$ cat src/rtl/spq_pkg.sv
// Types and codes shared by the stable priority queue unit.
// No dependencies.
package spq_pkg;

    localparam logic OP_INSERT = 1'b0;
    localparam logic OP_REMOVE = 1'b1;

    localparam logic [1:0] ST_OK    = 2'd0;
    localparam logic [1:0] ST_FULL  = 2'd1;
    localparam logic [1:0] ST_EMPTY = 2'd2;

    localparam int COUNT_W = 6;

    typedef struct packed {
        logic [7:0]  prio;
        logic [15:0] ident;
        logic [4:0]  hr;
        logic [5:0]  mn;
    } t_entry;

    typedef struct packed {
        logic   ins;
        logic   rem;
        t_entry ent;
    } t_cmd;

endpackage

$ cat src/rtl/spq_if.sv
// Request and response channel interfaces (valid/ready beats).
// Depends on nothing.
interface spq_req_if;
    logic        valid;
    logic        ready;
    logic        op;
    logic [7:0]  priority_req;
    logic [15:0] flight_number;
    logic [4:0]  dep_hour;
    logic [5:0]  dep_minute;

    modport source (output valid, op, priority_req, flight_number, dep_hour, dep_minute,
                    input ready);
    modport sink   (input valid, op, priority_req, flight_number, dep_hour, dep_minute,
                    output ready);
endinterface

interface spq_rsp_if;
    logic        valid;
    logic        ready;
    logic [1:0]  status;
    logic [7:0]  out_priority;
    logic [15:0] out_flight_number;
    logic [4:0]  out_hour;
    logic [5:0]  out_minute;
    logic [5:0]  count;

    modport source (output valid, status, out_priority, out_flight_number, out_hour,
                    out_minute, count, input ready);
    modport sink   (input valid, status, out_priority, out_flight_number, out_hour,
                    out_minute, count, output ready);
endinterface

$ cat src/rtl/spq_cell.sv
// One slot of the sorted shift chain: holds an entry, shifts on insert/remove.
// Depends on spq_pkg.
module spq_cell #(
    parameter int IDX = 0,
    parameter int CW  = 6
) (
    input  logic                 i_clk,
    input  spq_pkg::t_cmd        i_cmd,
    input  logic [CW-1:0]        i_count,
    input  spq_pkg::t_entry      i_left,
    input  logic                 i_left_gt,
    input  spq_pkg::t_entry      i_right,
    output spq_pkg::t_entry      o_data,
    output logic                 o_gt
);
    localparam logic [CW-1:0] IDX_C = CW'(IDX);

    spq_pkg::t_entry r_data;
    logic            w_occ;
    logic            w_take;

    assign w_occ  = IDX_C < i_count;
    assign o_gt   = w_occ && (r_data.prio > i_cmd.ent.prio);
    assign w_take = o_gt || (IDX_C == i_count);
    assign o_data = r_data;

    always_ff @(posedge i_clk) begin
        if (i_cmd.ins && w_take) begin
            r_data <= i_left_gt ? i_left : i_cmd.ent;
        end else if (i_cmd.rem) begin
            r_data <= i_right;
        end
    end
endmodule

$ cat src/rtl/stable_priority_queue_unit.sv
// Stable priority queue unit: top level with the cell chain and result register.
// Depends on spq_pkg, spq_if.sv and spq_cell.
// One beat per cycle if ready: every cell compares against the new priority and
// shifts in parallel, so an insert or remove completes in the accepting cycle
// and its result sits in the output register the next cycle. Equal priorities
// leave in arrival order. Insert on full returns status full, remove on empty
// returns status empty with zero payload; count is the entry count after the beat.
module stable_priority_queue_unit #(
    parameter int QUEUE_DEPTH = 32
) (
    input  logic    i_clk,
    input  logic    i_rst_n,
    spq_req_if.sink i_req,
    spq_rsp_if.source o_rsp
);
    localparam int CW = $clog2(QUEUE_DEPTH + 1);
    localparam logic [CW-1:0] DEPTH_C = CW'(QUEUE_DEPTH);

    spq_pkg::t_entry w_data [QUEUE_DEPTH];
    logic            w_gt   [QUEUE_DEPTH];
    spq_pkg::t_cmd   w_cmd;

    logic [CW-1:0]   r_count;
    logic [CW-1:0]   n_count;
    logic            r_valid;
    logic [1:0]      r_status;
    spq_pkg::t_entry r_ent;
    logic [spq_pkg::COUNT_W-1:0] r_cnt_out;
    logic [CW+spq_pkg::COUNT_W-1:0] w_cnt_ext;

    logic w_acc;
    logic w_full;
    logic w_empty;

    assign i_req.ready = !r_valid || o_rsp.ready;
    assign w_acc   = i_req.valid && i_req.ready;
    assign w_full  = r_count == DEPTH_C;
    assign w_empty = r_count == '0;

    assign w_cmd.ins = w_acc && (i_req.op == spq_pkg::OP_INSERT) && !w_full;
    assign w_cmd.rem = w_acc && (i_req.op == spq_pkg::OP_REMOVE) && !w_empty;
    assign w_cmd.ent.prio  = i_req.priority_req;
    assign w_cmd.ent.ident = i_req.flight_number;
    assign w_cmd.ent.hr    = i_req.dep_hour;
    assign w_cmd.ent.mn    = i_req.dep_minute;

    always_comb begin
        n_count = r_count;
        if (w_cmd.ins) begin
            n_count = r_count + 1'b1;
        end else if (w_cmd.rem) begin
            n_count = r_count - 1'b1;
        end
    end

    assign w_cnt_ext = {{spq_pkg::COUNT_W{1'b0}}, n_count};

    genvar g;
    for (g = 0; g < QUEUE_DEPTH; g++) begin : g_cell
        spq_pkg::t_entry w_left;
        spq_pkg::t_entry w_right;
        logic            w_left_gt;

        if (g == 0) begin : g_first
            assign w_left    = '0;
            assign w_left_gt = 1'b0;
        end else begin : g_mid
            assign w_left    = w_data[g-1];
            assign w_left_gt = w_gt[g-1];
        end

        if (g == QUEUE_DEPTH - 1) begin : g_last
            assign w_right = w_data[g];
        end else begin : g_inner
            assign w_right = w_data[g+1];
        end

        spq_cell #(
            .IDX (g),
            .CW  (CW)
        ) u_cell (
            .i_clk     (i_clk),
            .i_cmd     (w_cmd),
            .i_count   (r_count),
            .i_left    (w_left),
            .i_left_gt (w_left_gt),
            .i_right   (w_right),
            .o_data    (w_data[g]),
            .o_gt      (w_gt[g])
        );
    end

    always_ff @(posedge i_clk) begin
        if (!i_rst_n) begin
            r_count <= '0;
            r_valid <= 1'b0;
        end else begin
            r_count <= n_count;
            if (w_acc) begin
                r_valid <= 1'b1;
            end else if (o_rsp.ready) begin
                r_valid <= 1'b0;
            end
        end
    end

    always_ff @(posedge i_clk) begin
        if (w_acc) begin
            r_cnt_out <= w_cnt_ext[spq_pkg::COUNT_W-1:0];
            if (i_req.op == spq_pkg::OP_INSERT) begin
                r_status <= w_full ? spq_pkg::ST_FULL : spq_pkg::ST_OK;
                r_ent    <= '0;
            end else if (w_empty) begin
                r_status <= spq_pkg::ST_EMPTY;
                r_ent    <= '0;
            end else begin
                r_status <= spq_pkg::ST_OK;
                r_ent    <= w_data[0];
            end
        end
    end

    assign o_rsp.valid             = r_valid;
    assign o_rsp.status            = r_status;
    assign o_rsp.out_priority      = r_ent.prio;
    assign o_rsp.out_flight_number = r_ent.ident;
    assign o_rsp.out_hour          = r_ent.hr;
    assign o_rsp.out_minute        = r_ent.mn;
    assign o_rsp.count             = r_cnt_out;
endmodule

$ cat src/flat_wrapper.sv
// flat-port wrapper written by rule: the top's interface ports become plain ports
module stable_priority_queue_unit_flat 
#(
    parameter int QUEUE_DEPTH = 32
)
  (i_clk, i_rst_n, i_req_valid, i_req_op, i_req_priority_req, i_req_flight_number, i_req_dep_hour, i_req_dep_minute, i_req_ready, o_rsp_valid, o_rsp_status, o_rsp_out_priority, o_rsp_out_flight_number, o_rsp_out_hour, o_rsp_out_minute, o_rsp_count, o_rsp_ready);
  spq_req_if i_req_i ();
  spq_rsp_if o_rsp_i ();
  input  logic i_clk;
  input  logic i_rst_n;
  input wire logic [$bits(i_req_i.valid)-1:0] i_req_valid;
  input wire logic [$bits(i_req_i.op)-1:0] i_req_op;
  input wire logic [$bits(i_req_i.priority_req)-1:0] i_req_priority_req;
  input wire logic [$bits(i_req_i.flight_number)-1:0] i_req_flight_number;
  input wire logic [$bits(i_req_i.dep_hour)-1:0] i_req_dep_hour;
  input wire logic [$bits(i_req_i.dep_minute)-1:0] i_req_dep_minute;
  output wire logic [$bits(i_req_i.ready)-1:0] i_req_ready;
  output wire logic [$bits(o_rsp_i.valid)-1:0] o_rsp_valid;
  output wire logic [$bits(o_rsp_i.status)-1:0] o_rsp_status;
  output wire logic [$bits(o_rsp_i.out_priority)-1:0] o_rsp_out_priority;
  output wire logic [$bits(o_rsp_i.out_flight_number)-1:0] o_rsp_out_flight_number;
  output wire logic [$bits(o_rsp_i.out_hour)-1:0] o_rsp_out_hour;
  output wire logic [$bits(o_rsp_i.out_minute)-1:0] o_rsp_out_minute;
  output wire logic [$bits(o_rsp_i.count)-1:0] o_rsp_count;
  input wire logic [$bits(o_rsp_i.ready)-1:0] o_rsp_ready;
  assign i_req_i.valid = i_req_valid;
  assign i_req_i.op = i_req_op;
  assign i_req_i.priority_req = i_req_priority_req;
  assign i_req_i.flight_number = i_req_flight_number;
  assign i_req_i.dep_hour = i_req_dep_hour;
  assign i_req_i.dep_minute = i_req_dep_minute;
  assign i_req_ready = i_req_i.ready;
  assign o_rsp_valid = o_rsp_i.valid;
  assign o_rsp_status = o_rsp_i.status;
  assign o_rsp_out_priority = o_rsp_i.out_priority;
  assign o_rsp_out_flight_number = o_rsp_i.out_flight_number;
  assign o_rsp_out_hour = o_rsp_i.out_hour;
  assign o_rsp_out_minute = o_rsp_i.out_minute;
  assign o_rsp_count = o_rsp_i.count;
  assign o_rsp_i.ready = o_rsp_ready;
  stable_priority_queue_unit #(.QUEUE_DEPTH(QUEUE_DEPTH)) u_core (.i_clk(i_clk), .i_rst_n(i_rst_n), .i_req(i_req_i), .o_rsp(o_rsp_i));
endmodule
$ cat config.mk
export PLATFORM = sky130hd
export DESIGN_NAME = stable_priority_queue_unit_flat
export DESIGN_NICKNAME = d
export VERILOG_FILES = /design/src/rtl/spq_pkg.sv /design/src/rtl/spq_if.sv /design/src/rtl/spq_cell.sv /design/src/rtl/stable_priority_queue_unit.sv /design/src/flat_wrapper.sv
export SDC_FILE = /design/constraint.sdc
export NUM_CORES = 2
export LEC_CHECK = 0
export ABC_AREA = 1
export BUFFER_PORTS_ARGS = -buffer_cell sky130_fd_sc_hd__buf_2
export CORE_MARGIN = 3
export CORE_UTILIZATION = 30
export CTS_CLUSTER_SIZE = 40
export DETAILED_ROUTE_END_ITERATION = 10
export GPL_ROUTABILITY_DRIVEN = 0
export GPL_TIMING_DRIVEN = 1
export PLACE_DENSITY_LB_ADDON = 0.1
export SLEW_MARGIN = 20
export SYNTH_ARGS = -nofsm -noshare
export SYNTH_HDL_FRONTEND = slang
export SYNTH_SLANG_ARGS = --single-unit
$ cat constraint.sdc
create_clock -name i_clk -period 5.3 [get_ports i_clk]
set_input_delay 0.265 -clock i_clk [delete_from_list [all_inputs] [get_ports i_clk]]
set_output_delay 0.265 -clock i_clk [all_outputs]
set_load 0.01 [all_outputs]
Yosys cells after proc, flatten, opt, wreduce, memory -nomap -nowiden. Cells that the tools add are included.

Bits in registers: 1170. Latch bits: 0. Bits in writable memories: 0. Memory bits (read-only): 0. Input port bits: 40. Output and inout bits: 45. Word-level logic and storage cells: 474. Memories kept: 0.

$add $sub $neg: 2. $mul: 0. Div/mod/pow operators: 0. Magnitude comparators: 64. Eq/ne operators: 32. Shift operators: 0. Mux-type cells: 100. Bitwise logic cells: 1. Reduce and logical (&&, ||, !) cells: 139.

Operators by type and width (count): two-way mux 35 bit (93); > comparator 8 bit (32); equality test 5 x 6 -> 1 bit, first input constant (16); less-than comparator 5 x 6 -> 1 bit, first input constant (16); logical AND 1 bit (69); nonzero test 2 bit (32); equality test 4 x 6 -> 1 bit, first input constant (8); less-than comparator 4 x 6 -> 1 bit, first input constant (8); logical OR 1 bit (33); equality test 3 x 6 -> 1 bit, first input constant (4); less-than comparator 3 x 6 -> 1 bit, first input constant (4); equality test 2 x 6 -> 1 bit, first input constant (2); less-than comparator 1 x 6 -> 1 bit, first input constant (2); less-than comparator 2 x 6 -> 1 bit, first input constant (2); two-way mux 6 bit (2); adder 6 x 1 -> 6 bit, second input constant (1); equality test 1 x 6 -> 1 bit, first input constant (1); equality test 6 bit, second input constant (1); logical NOT 6 bit (1); subtractor 6 x 1 -> 6 bit, second input constant (1); two-way mux 2 bit (2); logical NOT 1 bit (3); two-way mux 1 bit (3); OR reduction 2 bit (1); NOT 1 bit (1).

Logic depth before layout (Yosys ltp).
Depth in word-level cells: 7. Gate-level depth with buffers: 16. Mapped depth without buffers: 15.

Cells and area by module. Synthesis repeated with hierarchy kept, for this count alone.

Cells, all modules: 8146. Area total of the unflattened synthesis: 75077.0 um^2.

By module, submodules not included: spq_cell at u_core.g_cell[16].u_cell ... (times used 2, cells an instance 249, area each 2268.4 um^2, seq. area each 1051.0 um^2); spq_cell at u_core.g_cell[13].u_cell ... (times used 2, cells an instance 249, area each 2263.4 um^2, seq. area each 1051.0 um^2); spq_cell at u_core.g_cell[12].u_cell ... (times used 2, cells an instance 248, area each 2259.7 um^2, seq. area each 1051.0 um^2); spq_cell at u_core.g_cell[24].u_cell ... (times used 2, cells an instance 248, area each 2257.2 um^2, seq. area each 1051.0 um^2); spq_cell at u_core.g_cell[31].u_cell (times used 1, cells an instance 243, area each 2570.0 um^2, seq. area each 1051.0 um^2); spq_cell at u_core.g_cell[15].u_cell (times used 1, cells an instance 244, area each 2339.7 um^2, seq. area each 1051.0 um^2); spq_cell at u_core.g_cell[4].u_cell (times used 1, cells an instance 250, area each 2312.2 um^2, seq. area each 1051.0 um^2); spq_cell at u_core.g_cell[8].u_cell (times used 1, cells an instance 249, area each 2302.2 um^2, seq. area each 1051.0 um^2); spq_cell at u_core.g_cell[20].u_cell (times used 1, cells an instance 251, area each 2288.4 um^2, seq. area each 1051.0 um^2); spq_cell at u_core.g_cell[22].u_cell (times used 1, cells an instance 251, area each 2282.2 um^2, seq. area each 1051.0 um^2); spq_cell at u_core.g_cell[26].u_cell (times used 1, cells an instance 252, area each 2274.7 um^2, seq. area each 1051.0 um^2); spq_cell at u_core.g_cell[2].u_cell (times used 1, cells an instance 251, area each 2268.4 um^2, seq. area each 1051.0 um^2); spq_cell at u_core.g_cell[27].u_cell (times used 1, cells an instance 249, area each 2265.9 um^2, seq. area each 1051.0 um^2); spq_cell at u_core.g_cell[3].u_cell (times used 1, cells an instance 245, area each 2265.9 um^2, seq. area each 1051.0 um^2); +15 rows.

Worst setup path after synthesis. No wires, ideal clock.

Path kind: register -> register. Start point: register u_core.r_count[0]. End point: register u_core.g_cell[31].u_cell.r_data (netlist bit u_core.g_cell[31].u_cell.o_data[0]), enable pin. Library setup time: 476 ps. Arrival: 4053 ps. Slack: 771 ps. Stages on the path, launching flop included: 9. Path buffers: 1. Period minus slack after synthesis: 4529 ps. Cell sequence: dfxtp_1 > clkinv_1 > ha_1 > clkbuf_1 > nand4_1 > nand2_2 > nor2_1 > nand2_1 > o21ai_0.

Cells in the longest elaborated chain, start to end: 4. Elaborated cells between the ends (all ways): 8. Those cells by class: order compare (1); eq/ne (2); reduce/logical (5).

Ends and longest elaborated chain: start: declaration (RTL line stable_priority_queue_unit.sv:23) `logic [CW-1:0] r_count;`; start signal: assignment (RTL line stable_priority_queue_unit.sv:98) `r_count <= n_count;`; less-than comparator 5 x 6 -> 1 bit or equality test 6 bit (tied branches) (RTL line spq_cell.sv:22, stable_priority_queue_unit.sv:37); logical AND 1 bit or logical NOT 1 bit (tied branches) (RTL line spq_cell.sv:23, stable_priority_queue_unit.sv:40); logical OR 1 bit or logical AND 1 bit (tied branches) (RTL line spq_cell.sv:24, stable_priority_queue_unit.sv:40); logical AND 1 bit * (RTL line spq_cell.sv:28) `if (i_cmd.ins && w_take) begin`; end signal: assignment (RTL line spq_cell.sv:29) `r_data <= i_left_gt ? i_left : i_cmd.ent;`; end signal: assignment (RTL line spq_cell.sv:31) `r_data <= i_right;`; end: declaration (RTL line spq_cell.sv:18) `spq_pkg::t_entry r_data;`.

Mark *: on every way between the ends. The rest lies on a longest branch, timed or not. A chain may end at the register's enable or synchronous reset.

Worst setup path after layout.
Start point: register u_core.r_count[1]. End point: register u_core.g_cell[7].u_cell.r_data (netlist bit u_core.g_cell[7].u_cell.o_data[22]), enable pin.

Cells in the longest elaborated chain, start to end: 5. Elaborated cells between the ends (all ways): 12. Those cells by class: order compare (1); eq/ne (2); reduce/logical (9).

Ends and longest elaborated chain (RTL line): less-than comparator 3 x 6 -> 1 bit or equality test 6 bit (tied branches) (spq_cell.sv:22, stable_priority_queue_unit.sv:37); logical AND 1 bit or logical NOT 1 bit (tied branches) (spq_cell.sv:23, stable_priority_queue_unit.sv:40); logical OR 1 bit or logical AND 1 bit (tied branches) (spq_cell.sv:24, stable_priority_queue_unit.sv:40); logical AND 1 bit (spq_cell.sv:28); nonzero test 2 bit (no source line) *; end signal: assignment (spq_cell.sv:29); end signal: assignment (spq_cell.sv:31); end: declaration (spq_cell.sv:18).

Marked as above.

==> flow_summary_export.csv <==
group,metric,value,unit
status,status,"complete, no violations",
grt,grt.total_usage,0.245,
synthesis,yosys-top-cells-count,"5797 x nand2_1, 1163 x edfxtp_1, 1133 x nand3_1",
synthesis,synth_edf_count,1163,
detailed_routing,via_per_inst,5.11,
worst_setup_path,worst_setup_path_start_kind,"flop",
clock_tree,post_cts_resized,0,
synthesis,yosys_most_used_dff,"edfxtp_1",
clock_tree,htreeDepth,4,
worst_setup_path,cp.required,5.76,ns
sta,fin_crit_sh,0.884,
clock_tree,ctsHoldBuffers,4,
worst_setup_path,endpoint_kind,"flop",
power,power_density,397,nW/µm²
grt,grt_pass1_wl,443000,µm
sta,worstMarginPinSlew,1.18,ns
sta,tns,0,ns
worst_setup_path,path_class,"reg -> reg",
worst_setup_path,worstPathArrival,5.15,ns
grt,grt_max_degree,45,
synthesis,ys_ff_latch,1170,
synthesis,synth_cells,9625,
detailed_routing,drtIter0Drc,5649,
detailed_routing,finalWirelength,308000,µm
clock_tree,clk_pin_slew,0.06,ns
sta,fin_skew,0.0429,ns
layout,num-fill-cells,25600,
worst_setup_path,r2r_setup_slack,0.61,ns
detailed_routing,drtPass1Iterations,8,
worst_setup_path,timing.rr.start,"u_core.r_count[1]$_SDFF_PN0_",
clock_tree,post-cts-setup-buffers,0,
synthesis,syn-cell-area,71900,µm²
floorplan,initial_utilization,0.302,
min_path,hold-path-cell-count,4,
floorplan,dieArea,245000,µm²
synthesis,synthArstFlopShare,0,
detailed_routing,wire_per_inst,24.2,µm
grt,first_global_vias,65200,
synthesis,synthTopCellsByArea,"edfxtp_1 49%, nand2_1 30%, nand3_1 7.9%, ha_1 4.5%, clkbuf_1 1.8%",
sta,max_slew_margin,0.211,
power,p_leak,37.6,nW
layout,final_nets,9755,
job,drv_cap,0,
clock_tree,clk_path_buf_depth,3,
floorplan,die_w,495,µm
layout,areaGrowthSynthToFinish,11.2,%
sta,hold_ws,0.156,ns
sta,rsz0062_at_grt,"false",
clock_tree,cts_inserted_buffers,149,
sta,hold_violations,0,
place,dp_slack,0.614,ns
grt,globalRouteOverflowTotal,0,
clock_tree,clk_latency,0.83,ns
detailed_routing,postRouteAntennaNets,0,
sta,fmax,213,MHz
synthesis,yosysMostFrequentCell,"nand2_1",
clock_tree,cts_root_buf,"clkbuf_16",
detailed_routing,num_vias,65100,
detailed_routing,route.detailed.drc,0,
synthesis,yosysTopAreaCellShare,0.486,
floorplan,rows,179,
clock_tree,cts_tree,"yes",
layout,drive_gt1_frac,0.0640,
synthesis,ys_types,39,
power,power.total,0.0317,W
place,portBuffers,84,
synthesis,yosys_warnings,0,
power,ir_drop,0.000230,V
sta,setup_slack,0.614,ns
clock_tree,cts_sinks,1170,
worst_setup_path,reg2reg_to,"u_core.g_cell[7].u_cell.o_data[22]$_DFFE_PP_",
worst_setup_path,r2r_cells,8,
floorplan,die_h,495,µm
min_path,min-delay-start,"i_req_priority_req[6]",
grt,antenna_found_initial,9,
floorplan,core,238000,µm²
sta,min_period,4.69,ns
place,place_inst,12500,
sta,drv_slew,0,
sta,setup_viol,0,
floorplan,ios,85,
worst_setup_path,crit_path_end,"u_core.g_cell[7].u_cell.o_data[22]$_DFFE_PP_",
layout,stdcell_count,12700,
worst_setup_path,cp-startpoint,"u_core.r_count[1]$_SDFF_PN0_",
synthesis,synth_nets,9926,
synthesis,synth.largest_area_cell,"edfxtp_1",
synthesis,syn_avg_cell_area,7.47,µm²
place,dpl.hpwl,209000,µm
min_path,min_path_type,"in -> reg",
synthesis,ys_seq_area_frac,0.488,
worst_setup_path,cp_max_fo,37,
==> worst max-delay path, cell delays in order, from the launching register on <==
cell	delay (ns)
dfxtp_1	0.58
inv_1	0.20
ha_1	0.39
nand4_1	0.36
nand2_4	0.41
inv_4	0.40
nand3_2	0.74
nand3_1	0.74
buf_4	0.47
==> state kept, by name, summed over array words and instances (netlist names) <==
| register | cells |
|---|---|
| u_core.g_cell.u_cell.o_data | 1120 |
| u_core.o_rsp.out_flight_number | 16 |
| u_core.o_rsp.out_priority | 8 |
| u_core.o_rsp.count | 6 |
| u_core.o_rsp.out_minute | 6 |
| u_core.r_count | 6 |
| u_core.o_rsp.out_hour | 5 |
| u_core.o_rsp.status | 2 |
| u_core.o_rsp.valid | 1 |
==> how the worst min path moves through the flow <==
| stage | endpoint | slack, ns |
|---|---|---|
| after floorplan | u_core.r_count[1]$_SDFF_PN0_ | 0.36 |
| after global placement | u_core.o_rsp.valid$_SDFFE_PN0P_ | 0.49 |
| after detailed placement | u_core.g_cell[30].u_cell.o_data[11]$_DFFE_PP_ | 0.50 |
| after CTS | u_core.g_cell[31].u_cell.o_data[33]$_DFFE_PP_ | 0.08 |
| after global routing | u_core.g_cell[31].u_cell.o_data[33]$_DFFE_PP_ | 0.12 |
| final | u_core.g_cell[31].u_cell.o_data[33]$_DFFE_PP_ | 0.16 |
==> cell usage in the layout (no fill, tap or decap), drive strengths merged, types with 4 or more instances in the layout <==
| master | synthesis | layout |
|---|---|---|
| nand2 | 5855 | 5855 |
| dlygate4sd3 | 0 | 4 |
| xor2 | 5 | 5 |
| a21oi | 128 | 128 |
| a21o | 10 | 10 |
| nor3 | 4 | 4 |
| clkbuf | 339 | 185 |
| and2 | 7 | 7 |
| inv | 204 | 212 |
| nand4 | 47 | 47 |
| o21ai | 15 | 15 |
| buf | 263 | 276 |
| dfxtp | 7 | 7 |
| clkinv | 1 | 71 |
| ha | 261 | 261 |
| edfxtp | 1163 | 1163 |
| o21a | 22 | 22 |
| bufinv | 0 | 5 |
| nor2 | 147 | 147 |
| nand3 | 1135 | 1135 |
==> kinds of logic after synthesis <==
group	share of synthesized area
and+or+nand+nor	0.402
DFF	0.488
buffers and inverters	0.0463
adders and majority gates	0.0454
AOI/OAI and AO/OA	0.0178
xor gates and xnor gates	0.000731
==> cell type report <==
| cell class | instances | area, µm² | area share |
|---|---|---|---|
| inverters | 205 | 772 | 0.00966 |
| repair buffers | 280 | 2070 | 0.0259 |
| clock inverters | 85 | 669 | 0.00837 |
| multi-input cells | 7648 | 33500 | 0.419 |
| clock buffers | 185 | 3910 | 0.0489 |
| diodes | 1 | 2.50 | 0.0000313 |
| flip-flops and latches | 1170 | 35100 | 0.439 |
| well taps | 3167 | 3960 | 0.0496 |
==> report_power, final <==
part | leakage (nW) | switching [W] | total, W | internal (W)
combinational | 24.6 | 0.00627 | 0.00837 | 0.00210
clock | 2.22 | 0.00441 | 0.00991 | 0.00550
sequential | 10.7 | 0.00126 | 0.0134 | 0.0122
==> through the flow <==
step	utilization	instance area, µm²
2_1_floorplan	-	71900
3_3_place_gp	0.316	75300
3_5_place_dp	0.316	75300
4_1_cts	0.336	79900
5_1_grt	0.336	79900
6_report	0.336	79900
==> metal layers <==
| metal | global-route usage | up-vias | routed length (µm) | share of wire |
|---|---|---|---|---|
| met5 | 0 | - | 27 | 0.000088 |
| met4 | 0.102 | 4 | 13900 | 0.045 |
| met3 | 0.0395 | 568 | 17800 | 0.058 |
| met2 | 0.435 | 2029 | 155000 | 0.50 |
| met1 | 0.291 | 31700 | 121000 | 0.39 |
| li1 | - | 30800 | - | - |
No activity file was read; power rests on OpenSTA's default activity.
